`src/design/ipss_pkg.sv`:
```
// ipss_pkg: types and constants shared by the integer pid speed step core
// no dependencies; imported by ipss_err_stage, the top level and the checker

package ipss_pkg;

    localparam int TARGET_W   = 16;
    localparam int ERR_W      = 17;
    localparam int DELTA_W    = 18;
    localparam int INTEG_W    = 8;
    localparam int GAIN_W     = 8;
    localparam int IPROD_W    = 16;
    localparam int DRIVE_W    = 12;
    localparam int S_DATA_W   = 32;
    localparam int M_DATA_W   = 16;
    localparam int CFG_IDX_W  = 2;

    localparam logic signed [INTEG_W-1:0] INTEG_MAX = 8'sd100;
    localparam logic signed [INTEG_W-1:0] INTEG_MIN = -8'sd100;
    localparam logic signed [DRIVE_W-1:0] DRIVE_MAX = 12'sd1999;
    localparam logic signed [DRIVE_W-1:0] DRIVE_MIN = -12'sd1999;

    // ceil(2^16 / 10), exact quotient for magnitudes up to 12800
    localparam int          DIV10_SHIFT = 16;
    localparam logic [12:0] DIV10_RECIP = 13'd6554;

    typedef enum logic [CFG_IDX_W-1:0] {
        REG_PROP_GAIN  = 2'd0,
        REG_INT_GAIN   = 2'd1,
        REG_DERIV_GAIN = 2'd2
    } cfg_index_t;

    // first stage result handed to the drive stage
    typedef struct packed {
        logic [ERR_W-1:0]   err;
        logic [DELTA_W-1:0] delta;
        logic [IPROD_W-1:0] iprod;
    } ipss_stage_t;

endpackage

```
`src/design/integer_pid_speed_step_core.sv`:
```
// Integer PID speed step. Each item carries a target and a measured speed;
// one drive value comes back per item, saturated to -1999..1999. The core is
// a two-stage pipeline: the first stage forms the error, updates the clamped
// integral (-100..100) and the stored error, and multiplies the integral by
// int_gain; the second stage sums the proportional and integral/10 terms
// minus the derivative term and saturates into the output register. One
// item is taken per cycle while m_tready is held high and passes the stage
// and output registers before m_tvalid rises. Gains are written through
// the cfg channel (index 0 prop_gain, 1 int_gain, 2 deriv_gain, others
// ignored), all reset to zero; write them only while the pipeline is empty.
// depends on ipss_pkg and ipss_err_stage

module integer_pid_speed_step_core
    import ipss_pkg::*;
(
    input  logic                 aclk,
    input  logic                 aresetn,
    input  logic                 s_tvalid,
    output logic                 s_tready,
    input  logic [S_DATA_W-1:0]  s_tdata,   // target [15:0], measured [31:16]
    output logic                 m_tvalid,
    input  logic                 m_tready,
    output logic [M_DATA_W-1:0]  m_tdata,   // drive [11:0], zeros [15:12]
    input  logic                 cfg_valid,
    output logic                 cfg_ready,
    input  logic [CFG_IDX_W-1:0] cfg_index,
    input  logic [GAIN_W-1:0]    cfg_data
);

    localparam int PPROD_W = GAIN_W + ERR_W;
    localparam int DPROD_W = GAIN_W + DELTA_W;
    localparam int SUM_W   = DPROD_W + 1;
    localparam int ABS_W   = IPROD_W - 1;
    localparam int RECIP_W = ABS_W + 13;
    localparam int QUOT_W  = DRIVE_W - 1;

    localparam logic signed [SUM_W-1:0] SUM_MAX = SUM_W'(DRIVE_MAX);
    localparam logic signed [SUM_W-1:0] SUM_MIN = SUM_W'(DRIVE_MIN);

    logic signed [GAIN_W-1:0] prop_gain_reg;
    logic signed [GAIN_W-1:0] int_gain_reg;
    logic signed [GAIN_W-1:0] deriv_gain_reg;

    logic                     st_valid_reg;
    logic                     m_valid_reg;
    logic [DRIVE_W-1:0]       drive_reg;
    logic [DRIVE_W-1:0]       drive_next;

    logic                     accept;
    logic                     advance;
    ipss_stage_t              stage;

    logic signed [PPROD_W-1:0] pterm;
    logic signed [DPROD_W-1:0] dterm;
    logic [IPROD_W-1:0]        iabs;
    logic [RECIP_W-1:0]        recip;
    logic [QUOT_W-1:0]         quot;
    logic signed [DRIVE_W-1:0] iterm;
    logic signed [SUM_W-1:0]   total;

    // configuration
    assign cfg_ready = 1'b1;

    always_ff @(posedge aclk) begin
        if (!aresetn) begin
            prop_gain_reg  <= '0;
            int_gain_reg   <= '0;
            deriv_gain_reg <= '0;
        end else if (cfg_valid) begin
            unique case (cfg_index)
                REG_PROP_GAIN:  prop_gain_reg  <= cfg_data;
                REG_INT_GAIN:   int_gain_reg   <= cfg_data;
                REG_DERIV_GAIN: deriv_gain_reg <= cfg_data;
                default: ;
            endcase
        end
    end

    // pipeline control
    assign advance  = st_valid_reg && (!m_valid_reg || m_tready);
    assign s_tready = !st_valid_reg || advance;
    assign accept   = s_tvalid && s_tready;

    always_ff @(posedge aclk) begin
        if (!aresetn) begin
            st_valid_reg <= 1'b0;
            m_valid_reg  <= 1'b0;
        end else begin
            if (accept) begin
                st_valid_reg <= 1'b1;
            end else if (advance) begin
                st_valid_reg <= 1'b0;
            end
            if (advance) begin
                m_valid_reg <= 1'b1;
            end else if (m_tready) begin
                m_valid_reg <= 1'b0;
            end
        end
    end

    ipss_err_stage u_err_stage (
        .aclk     (aclk),
        .aresetn  (aresetn),
        .load     (accept),
        .target   (s_tdata[TARGET_W-1:0]),
        .measured (s_tdata[2*TARGET_W-1:TARGET_W]),
        .int_gain (int_gain_reg),
        .stage    (stage)
    );

    // drive stage
    assign pterm = prop_gain_reg * $signed(stage.err);
    assign dterm = deriv_gain_reg * $signed(stage.delta);

    // integral term divided by ten, truncated toward zero
    assign iabs  = stage.iprod[IPROD_W-1] ? (~stage.iprod + 1'b1) : stage.iprod;
    assign recip = {13'd0, iabs[ABS_W-1:0]} * {{ABS_W{1'b0}}, DIV10_RECIP};
    assign quot  = recip[DIV10_SHIFT +: QUOT_W];
    assign iterm = stage.iprod[IPROD_W-1] ? -$signed({1'b0, quot}) : $signed({1'b0, quot});

    assign total = SUM_W'(pterm) + SUM_W'(iterm) - SUM_W'(dterm);

    always_comb begin
        if (total >= SUM_MAX) begin
            drive_next = DRIVE_MAX;
        end else if (total <= SUM_MIN) begin
            drive_next = DRIVE_MIN;
        end else begin
            drive_next = total[DRIVE_W-1:0];
        end
    end

    always_ff @(posedge aclk) begin
        if (advance) begin
            drive_reg <= drive_next;
        end
    end

    assign m_tvalid = m_valid_reg;
    assign m_tdata  = {{(M_DATA_W-DRIVE_W){1'b0}}, drive_reg};

endmodule

```
`src/design/ipss_err_stage.sv`:
```
// ipss_err_stage: error, clamped integral, error change and integral product
// holds the controller state; uses ipss_pkg

module ipss_err_stage
    import ipss_pkg::*;
(
    input  logic                     aclk,
    input  logic                     aresetn,
    input  logic                     load,
    input  logic signed [TARGET_W-1:0] target,
    input  logic signed [TARGET_W-1:0] measured,
    input  logic signed [GAIN_W-1:0] int_gain,
    output ipss_stage_t              stage
);

    logic signed [ERR_W-1:0]   prev_error_reg;
    logic signed [INTEG_W-1:0] integral_reg;
    ipss_stage_t               stage_reg;

    logic signed [ERR_W-1:0]   err;
    logic signed [DELTA_W-1:0] sum;
    logic signed [INTEG_W-1:0] integral_next;
    logic signed [IPROD_W-1:0] iprod;
    logic signed [DELTA_W-1:0] delta;

    assign err   = ERR_W'(target) - ERR_W'(measured);
    assign sum   = DELTA_W'(integral_reg) + DELTA_W'(err);
    assign delta = DELTA_W'(err) - DELTA_W'(prev_error_reg);

    always_comb begin
        if (sum > DELTA_W'(INTEG_MAX)) begin
            integral_next = INTEG_MAX;
        end else if (sum < DELTA_W'(INTEG_MIN)) begin
            integral_next = INTEG_MIN;
        end else begin
            integral_next = sum[INTEG_W-1:0];
        end
    end

    assign iprod = int_gain * integral_next;

    always_ff @(posedge aclk) begin
        if (!aresetn) begin
            prev_error_reg <= '0;
            integral_reg   <= '0;
        end else if (load) begin
            prev_error_reg <= err;
            integral_reg   <= integral_next;
        end
    end

    always_ff @(posedge aclk) begin
        if (load) begin
            stage_reg.err   <= err;
            stage_reg.delta <= delta;
            stage_reg.iprod <= iprod;
        end
    end

    assign stage = stage_reg;

endmodule

```
`config.mk`:
```
export PLATFORM = sky130hd
export DESIGN_NAME = integer_pid_speed_step_core
export DESIGN_NICKNAME = d
export VERILOG_FILES = /design/src/design/ipss_pkg.sv /design/src/design/integer_pid_speed_step_core.sv /design/src/design/ipss_err_stage.sv
export SDC_FILE = /design/constraint.sdc
export NUM_CORES = 1
export LEC_CHECK = 0
export BUFFER_PORTS_ARGS = -buffer_cell sky130_fd_sc_hd__buf_2
export CAP_MARGIN = 30
export CORE_ASPECT_RATIO = 1.75
export CORE_UTILIZATION = 55
export DETAILED_ROUTE_END_ITERATION = 8
export PLACE_DENSITY_LB_ADDON = 0.08
export SYNTH_ARGS = -nofsm -noshare
export SYNTH_HDL_FRONTEND = slang
export SYNTH_SLANG_ARGS = --single-unit
```
`constraint.sdc`:
```
create_clock -name aclk -period 16.1 [get_ports aclk]
set_input_delay 4.025 -clock aclk [delete_from_list [all_inputs] [get_ports aclk]]
set_output_delay 4.025 -clock aclk [all_outputs]
set_load 0.02 [all_outputs]
```
After elaboration in Yosys (flattened, before gate mapping)

Index checks and enable logic that the tools add are counted.

Register bits after elaboration: 114
Word-level logic and storage cells: 52
Input port bits: 47

Reductions and logical operators: 13
Add/subtract/negate cells: 7
Eq/ne operators: 2
Multipliers: 4
Order comparisons: 4
Mux-type cells: 9
Bitwise gates (word level): 1

Operators with widths:

| operator               | number |
|---|---|
| $ge 27x12->1 const B   | 1 |
| $le 27x12->1 const B   | 1 |
| $sub 26x26->27         | 1 |
| $add 25x12->26         | 1 |
| $mul 15x12->26 const B | 1 |
| $mul 8x18->26          | 1 |
| $mul 8x17->25          | 1 |
| $mux 12                | 2 |
| $add 8x17->18          | 1 |
| $gt 18x8->1 const B    | 1 |
| $lt 18x8->1 const B    | 1 |
| $sub 17x17->18         | 1 |
| $sub 16x16->17         | 1 |
| $mul 8x8->16           | 1 |
| $mux 8                 | 2 |
| $add 15x1->15 const B  | 1 |
| $mux 15                | 1 |
| $not 15->15            | 1 |
| $neg 11->12            | 1 |
| $reduce_and 2->1       | 3 |
| $mux 1                 | 4 |
| $reduce_bool 2->1      | 2 |
| $eq 2x1->1 const B     | 1 |
| $eq 2x2->1 const B     | 1 |
| 5 further kinds        | 8 |

Depth between registers and ports, before layout

Gate-level depths: netlist of the first run.

Depth in word-level cells: 10
Depth in mapped cells: 53
Gate-level depth less buffers: 51

By module

A second synthesis of the first run with hierarchy kept.

Cell total of the unflattened synthesis: 2535
Area total of the unflattened synthesis: 23642.7 um^2

By module, submodules not included:

| module                      | instances | area each (um^2) | cells an instance |
|---|---|---|---|
| integer_pid_speed_step_core | 1         | 16080.4          | 1729 |
| ipss_err_stage              | 1         | 7562.3           | 806 |

Worst setup path before layout of the first run

OpenSTA, ideal clock, no wires.

Kind: reg-to-reg
Start: register u_err_stage.stage_reg, in the netlist u_err_stage.stage[0]
End: register drive_reg[4] (data pin)
Period minus slack after synthesis: 13.274 ns
Slack: 2.826 ns
Cell stages (with the launch flop): 46
Arrival time: 13.003 ns
Buffers on the path: 0
Data required time: 15.829 ns
Cell sequence: edfxtp_1 > inv_1 > ha_1 > nand2_1 > or3_1 > or4_1 > o21ai_0 > xnor2_1 > ha_1 > fa_1 > fa_1 > inv_1 > fa_1 > fa_1 > inv_1 > ha_1 > o21a_1 > nor2_1 > (+10 left out) > inv_1 > ha_1 > fa_1 > inv_1 > fa_1 > inv_1 > fa_1 > ha_1 > nand2_1 > o31ai_1 > a211oi_2 > and3_1 > nor2_1 > or4_1 > o311a_1 > or4_4 > o21bai_4 > a21oi_1

Word-level cells in the longest chain between the ends: 10

RTL lines:

| item                   | RTL line                           | RTL |
|---|---|---|
| start: declaration     | ipss_err_stage.sv:18               | `ipss_stage_t stage_reg;` |
| $not 15->15            | integer_pid_speed_step_core.sv:117 | `assign iabs = stage.iprod[IPROD_W-1] ? (~stage.iprod + 1'b1) : stage.iprod;` |
| $add 15x1->15          | integer_pid_speed_step_core.sv:117 |  |
| $mux 15 (*)            | integer_pid_speed_step_core.sv:117 |  |
| $mul 15x12->26 (*)     | integer_pid_speed_step_core.sv:118 | `assign recip = {13'd0, iabs[ABS_W-1:0]} * {{ABS_W{1'b0}}, DIV10_RECIP};` |
| $neg 11->12            | integer_pid_speed_step_core.sv:120 | `assign iterm = stage.iprod[IPROD_W-1] ? -$signed({1'b0, quot}) : $signed({1'b0, quot});` |
| $mux 12 (*)            | integer_pid_speed_step_core.sv:120 |  |
| $add 25x12->26 (*)     | integer_pid_speed_step_core.sv:122 | `assign total = SUM_W'(pterm) + SUM_W'(iterm) - SUM_W'(dterm);` |
| $sub 26x26->27 (*)     | integer_pid_speed_step_core.sv:122 |  |
| $le 27x12->1           | integer_pid_speed_step_core.sv:127 | `end else if (total <= SUM_MIN) begin` |
| $mux 12                | integer_pid_speed_step_core.sv:127 |  |
| end signal: assignment | integer_pid_speed_step_core.sv:136 | `drive_reg <= drive_next;` |
| end: declaration       | integer_pid_speed_step_core.sv:46  | `logic [DRIVE_W-1:0] drive_reg;` |

Mark *: on every way between the ends. The rest lies on a longest branch, timed or not.
A chain may end at the register's enable or synchronous reset.

Final worst setup path of the first run

Start: register u_err_stage.stage_reg, in the netlist u_err_stage.stage[0]
End: register drive_reg[2] (data pin)

Same word-level chain as after synthesis.

==> results of run 1 <==
-- cell families after synthesis --
kind of cell	share of synthesized area [%]
compound gates	9.162
xor+xnor	4.379
fa+ha+maj	48.74
buf+inv	9.744
flops	12.55
mux	1.181
other cells	0.03237
simple gates	14.21
-- synth_stat cells (10+ instances only) --
cell	number	area share [%]
xnor2_1	89	3.4
o21bai_1	10	0.32
a21o_1	38	1.2
and2_1	149	4.0
xor2_1	27	1.0
nor2_1	94	1.5
o31ai_1	10	0.32
inv_1	539	8.7
nand2b_1	29	0.78
dfxtp_1	51	4.4
edfxtp_1	63	8.2
ha_1	267	14
nor3_1	29	0.63
a21oi_1	92	2.0
o21ai_0	53	1.1
a211oi_1	12	0.39
nand2_1	247	4.0
fa_1	398	34
mux2i_1	24	1.0
nor2b_1	37	1.0
clkbuf_1	48	0.78
nand3_1	25	0.54
-- per-layer routing --
layer / GRT usage [%] / part of all wire, % / vias up
li1: - / - / 7924
met1: 30.36 / 38 / 8557
met2: 53.95 / 56 / 346
met3: 2.486 / 2.6 / 101
met4: 10.76 / 3.3 / 0
met5: 0 / 0 / -
-- worst max-delay path, delay by kind of cell (launching register included) --
family                     cells  cell delay (ps)
AOI/OAI and AO/OA              9             2290
xor gates and xnor gates       1              290
adders and majority gates     14             6450
buffers and inverters          7              490
DFF                            1              470
and+or+nand+nor               15             3490
-- worst max path at each step --
stage	endpoint	slack (ps)	depth (start not counted)
6_report	drive_reg[2]$_SDFFCE_PP1P_	2350	46
5_1_grt	drive_reg[2]$_SDFFCE_PP1P_	1680	46
4_1_cts	drive_reg[5]$_SDFFCE_PP0P_	2310	46
3_5_place_dp	drive_reg[5]$_SDFFCE_PP0P_	2340	46
3_3_place_gp	drive_reg[4]$_SDFFCE_PP0P_	2500	46
2_1_floorplan	drive_reg[4]$_SDFFCE_PP0P_	2830	45
-- stage by stage --
| stage | worst slack, ps | util, % | std cells | hold slack, ps |
|---|---|---|---|---|
| 6_report | 2350 | 59.17 | 3099 | 453.2 |
| 5_1_grt | 1679 | 59.17 | 3099 | 469.9 |
| 4_1_cts | 2310 | 59.16 | 3097 | 455.9 |
| 3_5_place_dp | 2345 | 57.76 | 3065 | 447.1 |
| 3_3_place_gp | 2501 | 57.76 | 3065 | 442.6 |
| 2_1_floorplan | 2826 | - | 2499 | 436.3 |
-- final cells by class --
type	instances	area share, %
inverters	540	8.230
clock inverters	12	0.4725
well taps	555	2.820
flip-flops and latches	114	11.83
repair buffers	68	1.463
clock buffers	20	1.895
multi-input cells	1788	73.27
diodes	2	0.02032
==> impl.org, run 1 <==
** Run status
- Outcome :: complete, no violations

** Timing
- Hold Fails Final Rpt :: 0
- Final setup TNS :: 0 ps
- Setup violations remaining at the end of the flow were counted as 0.
- Based on the critical path, the design can be clocked at up to 72.73 MHz.
- Fin crit period :: roughly 14,000 ps
- The number of slew-limit violations in the final report came to 0.
- Setup repair after global routing missed its margin :: no
- Max_slew headroom :: 32.99%
- Actual transition at the worst max-transition pin :: 1004 ps
- After layout, the worst path uses a little under nine tenths of the clock period.
- Setup Skew :: 11.58 ps

** Detailed routing
- Drt wl/cell :: 17.90 um
- Residual DRC count :: 0
- Iteration count of the initial detailed-routing pass :: 5
- Count of antenna-violating nets left after detailed routing :: 0
- Count of routing violations after the opening detailed-route iteration :: 794
- Wirelength, routed :: approximately 55,000 um
- The detailed router placed 16,928 vias in this run.
- Vias per Instance :: roughly 5.5

** Clock network
- The root buffer cell chosen for the clock tree is clkbuf_16.
- After clock tree synthesis, the setup repair step added 0 buffers.
- In this run, CTS created clock tree buffers numbering 17.
- TritonCTS built the clock tree.
- Gates resized, CTS repair :: 0
- CTS sink cnt :: 114
- Max clock buf depth :: 2
- In this run, post-CTS hold repair placed 0 buffers.
- The H-tree generated during clock tree synthesis spans 4 levels.
- At the later pin of the worst-skew pair, clock insertion delay measures 440 ps.
- Clock transition time at the flip-flop clock pins of the worst setup and hold paths :: ~60 ps

** Yosys
- Summing every instance area after synthesis gives 23,200 um2.
- Sequential share of the synthesized area :: 12.55%
- In this run, distinct cell masters in the synthesized netlist total 81.
- The average instance in the mapped netlist occupies 9.296 um2.
- Of all flip-flops after synthesis, the portion carrying an async set or reset was 0%.
- Number of register bits inferred by synthesis :: 114
- Among all flip-flop cells after synthesis, the most frequent one is edfxtp_1.
- Cells after synthesis :: 2,496
- For this run, the number of Yosys warnings is 0.
- The synthesized design contains 63 enable-type register cells.

** Final layout
- Layout net count :: roughly 3,200
- Total non-filler cell area in the finished layout :: 24,630 um2
- In the final layout, the multi-input gates occupy 18,040 um2.
- In the final layout, flip-flops and latches occupy 2913 um2.
- The layout has around 3,800 filler cells.
- Most common library cell in the layout ignoring fill and taps :: inv_1
- The register with the most flip-flops in the layout has a little over 50 of them.
- Fraction of layout instances using a drive strength above 1 :: 5.311%
- Leaving out fill and tap cells, the most frequent cells in the layout are inv_1 (539), fa_1 (398), ha_1 (267).
- Layout overhead on the synthesized area :: 6.142%

** Critical path
- Worst stage delay on the critical path :: between 700 and 800 ps
- In this run the register-to-register setup slack is 2350 ps.
- STA puts the critical path data arrival time at about 14,000 ps.
- The worst register-to-register path begins at u_err_stage.stage[0]$_DFFE_PP_.
- Kind of end point of the critical path :: register
- Origin of the worst setup path :: u_err_stage.stage[0]$_DFFE_PP_
- CP max-delay cell :: fa_1
- Along the worst path, the maximum fanout reaches 10.
- The endpoint identified for the worst register-to-register timing path is drive_reg[2]$_SDFFCE_PP1P_.
- Class of the most critical setup path :: register to register
- In this design, the critical path's most frequently occurring cell is fa_1.
- At the worst endpoint, the required time is 16,290 ps.
- The number of cells on the worst reg-to-reg path is 46.
- STA classifies the critical path startpoint as a register.

** Worst hold path
- Start point of the worst hold path :: u_err_stage.prev_error_reg[13]$_SDFFE_PN0P_
- For hold timing, the worst endpoint is u_err_stage.prev_error_reg[13]$_SDFFE_PN0P_.
- Number of cells on the worst hold path :: 2
- The worst hold path belongs to the class register to register.

** Global routing
- Total congestion overflow :: 0
- For this run, the total global-route usage over all layers was measured as 27.75%.
- Entering global routing, the biggest net connects 72 pins.
- The first global-routing pass estimated 91,430 um of wire.
- The number of antenna violations at the first check in global routing is 2.
- Via count of the first global-routing pass :: 18,382

** Floorplanning
- Initial cell density of the core :: 55.75%
- In this run the horizontal extent of the chip is 157.3 um.
- In this run the core area contains 99 standard-cell rows.
- Total die area :: 43,040 um2
- Pin placement for this block handled 66 I/O pins.
- Die height :: 273.7 um
- The core region is between 40,000 and 50,000 um2.

** Job
- Number of max-cap violations :: 0

** Placed design
- In this run the tool buffered the top-level ports with 60 buffer cells.
- Once detailed placement completed, the half-perimeter wirelength came to 47,440 um.
- Area after detailed placement :: around 24,000 um2
- Gp weighted congestion :: 0.8887
Power of run 1 is not shown: default switching activity piles up to over one toggle a cycle in this logic, so the estimate is an artifact.
==> run 2, diff against run 1 <==
- clock period: 16.1 -> 11.5 ns (I/O delays scaled with it)
==> impl.org, run 2 (same netlist as run 1, synthesis figures left out) <==
** Clock network
- Clock transition time at the flip-flop clock pins of the worst setup and hold paths :: approximately 60 ps
- Max clock buf depth :: 2
- The clock reaches the later pin of the worst-skew pair after ~440 ps.
- Clock Tree Root :: clkbuf_16
- Hold repair after CTS inserted 0 buffers.
- Buffers inserted during clock tree synthesis total 17.
- CTS tree :: done
- The clock drives roughly 110 sinks.
- CTS H-tree depth :: 4

** Final layout
- Fraction of layout instances using a drive strength above 1 :: 19.36%
- Layout overhead on the synthesized area :: 19.58%
- The count of cells in the finished layout, fillers not included, comes to between 3,000 and 4,000.
- Most used cells in the layout excluding fill and tap cells :: inv_1 (526), fa_1 (392), buf_4 (269)
- Most common library cell in the layout ignoring fill and taps :: inv_1
- In the final design database the tool counted 3,514 nets.
- The register with the most flip-flops in the layout has 51 of them.
- Total non-filler cell area in the finished layout :: 27,750 um2

** Global routing
- Initial antenna violation count :: 1
- Maximum number of pins on one net before global-route repair :: 41
- Total congestion overflow :: 0
- Wire length of the first global-routing pass :: approximately 97,000 um
- The via count of the first global-routing pass was just over 20,000.
- In the global route stage, overall resource usage came out at roughly 30%.

** Critical path
- Data on the critical path is required at its endpoint by 11,680 ps.
- STA classifies the critical path endpoint as a register.
- The critical path is of the register to register type.
- The most numerous cell type found on the critical path is fa_1.
- The slowest stage of the critical path is the fa_2 cell.
- Crit-path max FO :: 5
- The worst setup path is launched from a register.
- Worst stage delay on the critical path :: 600 ps
- Worst Path Arrival :: between 10,000 and 15,000 ps

** Run status
- The final reports fail on negative setup slack.
- The run finished, with violations left.

** Placed design
- # port buffers :: 60
- The placed instances occupy a cell area of 26,340 um2.
- Prior to clock tree synthesis, the placed netlist has a worst setup slack of -1361 ps.
- HPWL after detailed placement :: between 50,000 and 60,000 um
- Routability-driven placement finished with a final weighted congestion of 0.9585.
- After detailed placement, the design holds a cell count of 3,315.

** Timing
- Worst path setup slack after routing :: -966.8 ps
- Actual transition at the worst max-transition pin :: 1016 ps
- Final period util :: 108.4%
- For the finished layout, the period the worst path requires is between 10,000 and 15,000 ps.
- Setup violations remaining at the end of the flow were counted as 12.
- In this run the tightest slew margin relative to its limit is 32.18%.
- The final count of hold timing violations was 0.
- For this run, the top clock speed supported by timing is 80.21 MHz.
- Setup Skew :: 11.32 ps
- Setup repair after global routing missed its margin :: yes
- Max-slew violations :: 0

** Floorplanning
- Initial cell density of the core :: a little under three fifths
- The floorplan step defined a core boundary enclosing 41,620 um2.
- Number of top-level pins :: 66
- The die covers 43,040 um2.
- Die X-Extent :: 157.3 um
- The die is 273.7 um tall.
- After floorplanning, the core was divided into 99 placement rows.

** Detailed routing
- Iteration count of the initial detailed-routing pass :: 4
- Count of antenna-violating nets left after detailed routing :: 0
- Across all layers, the routed design uses between 15,000 and 20,000 vias.
- Residual DRC count :: 0
- Wires add up to roughly 60,000 um.
- Dividing the detail-routed wire length by the instance count gives 17.86 um.
- Vias per Instance :: 5.394
- For this block, the initial DRC count from the detailed router was 736.

** Job
- Max-cap violations in this run came to 0.

** Worst hold path
- The min-delay analysis places its worst path in the category register to register.
==> run 2: cell types whose count changed in the layout (fill, tap and decap cells not counted), moves of 10 or more <==
cell / previous run / this run
o21ai_0: 52 / 42
inv_1: 539 / 526
xnor2_1: 89 / 79
ha_1: 267 / 240
a21oi_1: 92 / 75
inv_2: 1 / 14
a21oi_2: 3 / 18
buf_4: 8 / 269
ha_4: 0 / 25
==> run 2: what timing repair did <==
| action | in CTS | in global routing |
|---|---|---|
| setup buffers | 10 | 12 |
| gates resized for setup | 55 | 64 |
| setup endpoints to repair | 12 | 16 |
| cloned | 1 | 1 |
| pin swaps | 29 | 35 |
==> run 2: worst paths after layout <==
kind / startpoint / endpoint / slack, ps / cells after the start
max: u_err_stage.stage[0]$_DFFE_PP_ / drive_reg[4]$_SDFFCE_PP0P_ / -970 / 48
min: u_err_stage.prev_error_reg[12]$_SDFFE_PN0P_ / u_err_stage.prev_error_reg[12]$_SDFFE_PN0P_ / 450 / 2
max reg2reg: u_err_stage.stage[0]$_DFFE_PP_ / drive_reg[4]$_SDFFCE_PP0P_ / -970 / 48
min reg2reg: u_err_stage.prev_error_reg[12]$_SDFFE_PN0P_ / u_err_stage.prev_error_reg[12]$_SDFFE_PN0P_ / 450 / 2
==> run 2: metrics by stage <==
stage	util (%)	hold slack [ps]	setup TNS (ps)
6_report	66.66	454.1	-10410
3_5_place_dp	63.29	446.8	-15820
5_1_grt	66.66	480.9	-14320
3_3_place_gp	63.29	441.7	-13680
2_1_floorplan	-	436.3	-5582
4_1_cts	65.60	455.1	-8783
==> run 2: cell type report <==
class / instances / area [um2]
multi-input cells: 1789 / 18970
repair buffers: 340 / 2519
clock inverters: 13 / 138.9
inverters: 540 / 2027
clock buffers: 19 / 475.5
well taps: 555 / 694.4
fillers: 3519 / 13870
diodes: 2 / 5.005
flip-flops and latches: 114 / 2913
==> run 2: routing by layer <==
layer  global-route usage [%]  vias to the layer above  part of all wire [%]
met5                        0                        -                     0
met4                    14.36                        0                   4.7
met3                    3.167                      162                   3.0
met2                    58.88                      402                    58
met1                    28.76                     9143                    34
li1                         -                     8482                     -
==> run 2: worst max-delay path: cells and delay by family (launching register included) <==
kind | cells | cell delay [ps]
adders and majority gates | 14 | 5680
xor gates and xnor gates | 1 | 180
DFF | 1 | 400
AOI/OAI and AO/OA | 13 | 2360
and+or+nand+nor | 12 | 3000
buffers and inverters | 8 | 550
Power of run 2 is left out for the same reason.
==> run 3, diff against run 2 <==
- CELL_PAD_IN_SITES_DETAIL_PLACEMENT: not set -> 1
- CELL_PAD_IN_SITES_GLOBAL_PLACEMENT: not set -> 1
- CORE_UTILIZATION: 55 -> 47
==> impl.org, run 3 (same netlist as run 1, synthesis figures left out) <==
** Final layout
- Number of diodes :: 0
- Most used cells in the layout excluding fill and tap cells :: inv_1 (525), fa_1 (390), buf_4 (281)
- The final layout contains about 3,500 nets.
- The post-route netlist has 20.13% of its cells at a drive strength greater than 1.
- Total non-filler cell area in the finished layout :: roughly 28,000 um2
- Non-filler instance count after layout :: 3,480
- The register with the most flip-flops in the layout has 51 of them.
- Most common library cell in the layout ignoring fill and taps :: inv_1
- Layout overhead on the synthesized area :: 20.61%

** Floorplanning
- Area of the core region :: 48,730 um2
- Cell row count :: around 110
- Number of top-level pins :: 66
- The die covers 50,290 um2.
- From left edge to right edge, the die measures 170.0 um.
- Die height :: 295.9 um
- Initial cell density of the core :: 47.61%

** Placed design
- The wire-length estimate of the detail-placed layout is about 60,000 um.
- # port buffers :: 60
- Gp weighted congestion :: 0.9067
- Post-Place Cells :: between 3,000 and 4,000
- Area after detailed placement :: roughly 26,000 um2

** Critical path
- Required time of the critical path :: 11,680 ps
- In this run the worst setup path begins at u_err_stage.stage[0]$_DFFE_PP_.
- Kind of end point of the critical path :: register
- The slowest stage of the critical path is the fa_1 cell.
- The worst setup path is launched from a register.
- The largest single stage delay on the critical path is 600 ps.
- Worst Path Arrival :: 12,590 ps
- Buf+Inv Stages, Crit Path :: 9
- In this design, the critical path's most frequently occurring cell is fa_1.
- The worst setup path is of the register to register kind.
- Grouping stages by cell kind, the critical path spends the most delay in adder cells.
- Worst reg2reg startpoint :: u_err_stage.stage[0]$_DFFE_PP_
- Of all nets on the critical path, the largest fanout is 5.

** Timing
- Hold Fails Final Rpt :: 0
- Final period util :: 107.9%
- Setup slack on the critical path of the routed design comes to -909.6 ps.
- Maximum achievable frequency :: 80.58 MHz
- Final setup TNS :: -9546 ps
- Setup Skew :: 10.82 ps
- The smallest clock period supported by the final layout is computed as 12,410 ps.
- The number of slew-limit violations in the final report is 0.
- Max_slew headroom :: 30.36%
- Setup repair after global routing could not meet its margin everywhere.
- Setup violations remaining at the end of the flow were counted as 12.
- Actual transition at the worst max-transition pin :: 1043 ps

** Global routing
- Summed over all layers, the global routing overflow is 0.
- Initial antenna violation count :: 4
- The first global-routing pass estimated 111,400 um of wire.
- Global routing used between 20% and 30% of the available tracks.
- The via count of the first global-routing pass was about 22,000.
- Entering global routing, the biggest net connects 64 pins.

** Worst hold path
- Min-delay worst type :: register to register
- The startpoint identified for the worst hold timing path is u_err_stage.prev_error_reg[6]$_SDFFE_PN0P_.

** Detailed routing
- Count of antenna-violating nets left after detailed routing :: 0
- For this block, the via count after detailed routing is 18,629.
- Iteration count of the initial detailed-routing pass :: 4
- Vias per Instance :: 5.353
- Wirelength, routed :: 70,390 um
- Dividing the detail-routed wire length by the instance count gives 20.23 um.
- Residual DRC count :: 0
- Count of routing violations after the opening detailed-route iteration :: 555

** Run status
- The final reports fail on negative setup slack.
- Outcome :: complete, but fails checks

** Clock network
- In this run the deepest clock path goes through 2 buffers.
- CTS tree :: done
- CTS H-tree depth :: 4
- The cell sitting at the root of the clock tree is a clkbuf_16.
- CTS sink cnt :: between 100 and 150
- For the worst-skew pair, the clock arrives at the later sink with an insertion delay of roughly 440 ps.
- After clock tree synthesis, the clock-pin slew on the worst setup and hold paths is approximately 60 ps.
- Number of buffers created by CTS :: 17
- Cts-stage hold buffer count :: 0

** Job
- Number of max-cap violations :: 0
-- run 3: cell count changes in the layout (fill, tap and decap cells not counted), sizes merged --
| cell | before | now |
|---|---|---|
| clkinv | 3 | 7 |
| buf | 339 | 350 |
| o21bai | 11 | 12 |
| clkbuf | 20 | 18 |
| inv | 547 | 542 |
| diode | 2 | 0 |
| clkinvlp | 1 | 3 |
-- run 3: final cells by class --
| cell class | instances | area [um2] |
|---|---|---|
| inverters | 540 | 2027 |
| well taps | 654 | 818.3 |
| fillers | 5626 | 20750 |
| clock buffers | 18 | 429.2 |
| clock inverters | 14 | 138.9 |
| multi-input cells | 1790 | 19130 |
| flip-flops and latches | 114 | 2913 |
| repair buffers | 350 | 2529 |
-- run 3: final timing paths --
path                                                      to  slack (ps)  depth (start not counted)
setup / recovery                  drive_reg[4]$_SDFFCE_PP0P_        -910                         47
hold / removal    u_err_stage.prev_error_reg[6]$_SDFFE_PN0P_         450                          2
setup reg to reg                  drive_reg[4]$_SDFFCE_PP0P_        -910                         47
hold reg to reg   u_err_stage.prev_error_reg[6]$_SDFFE_PN0P_         450                          2
-- run 3: metal layers --
| metal | share of wire (%) | global-route usage, % | up-vias |
|---|---|---|---|
| met5 | 0.060 | 0 | - |
| met4 | 4.5 | 12.46 | 6 |
| met3 | 2.4 | 2.629 | 199 |
| met2 | 60 | 60.48 | 354 |
| met1 | 34 | 28.13 | 9578 |
| li1 | - | - | 8492 |
-- run 3: worst reg2reg max path, delay by kind of cell (launching register included) --
family / cells / cell delay (ps)
simple gates: 12 / 2920
fa+ha+maj: 13 / 5550
flops: 1 / 410
compound gates: 12 / 2360
xor+xnor: 1 / 170
buf+inv: 9 / 740
-- run 3: metrics by stage --
stage,setup slack (ps),hold slack (ps),utilization (%)
2_1_floorplan,-580.2,436.3,-
4_1_cts,-863.1,456.8,56.09
3_5_place_dp,-1363,448.4,54.20
6_report,-909.6,453.7,57.43
5_1_grt,-1344,474.8,57.43
3_3_place_gp,-1158,441.9,54.20
-- run 3: repair_timing --
item | 4_1_cts | 5_1_grt
pin swaps | 35 | 70
gates cloned | 1 | 1
setup buffers | 13 | 21
endpoints found under the setup margin | 12 | 16
resized for setup | 58 | 87
Power of run 3 is left out for the same reason.
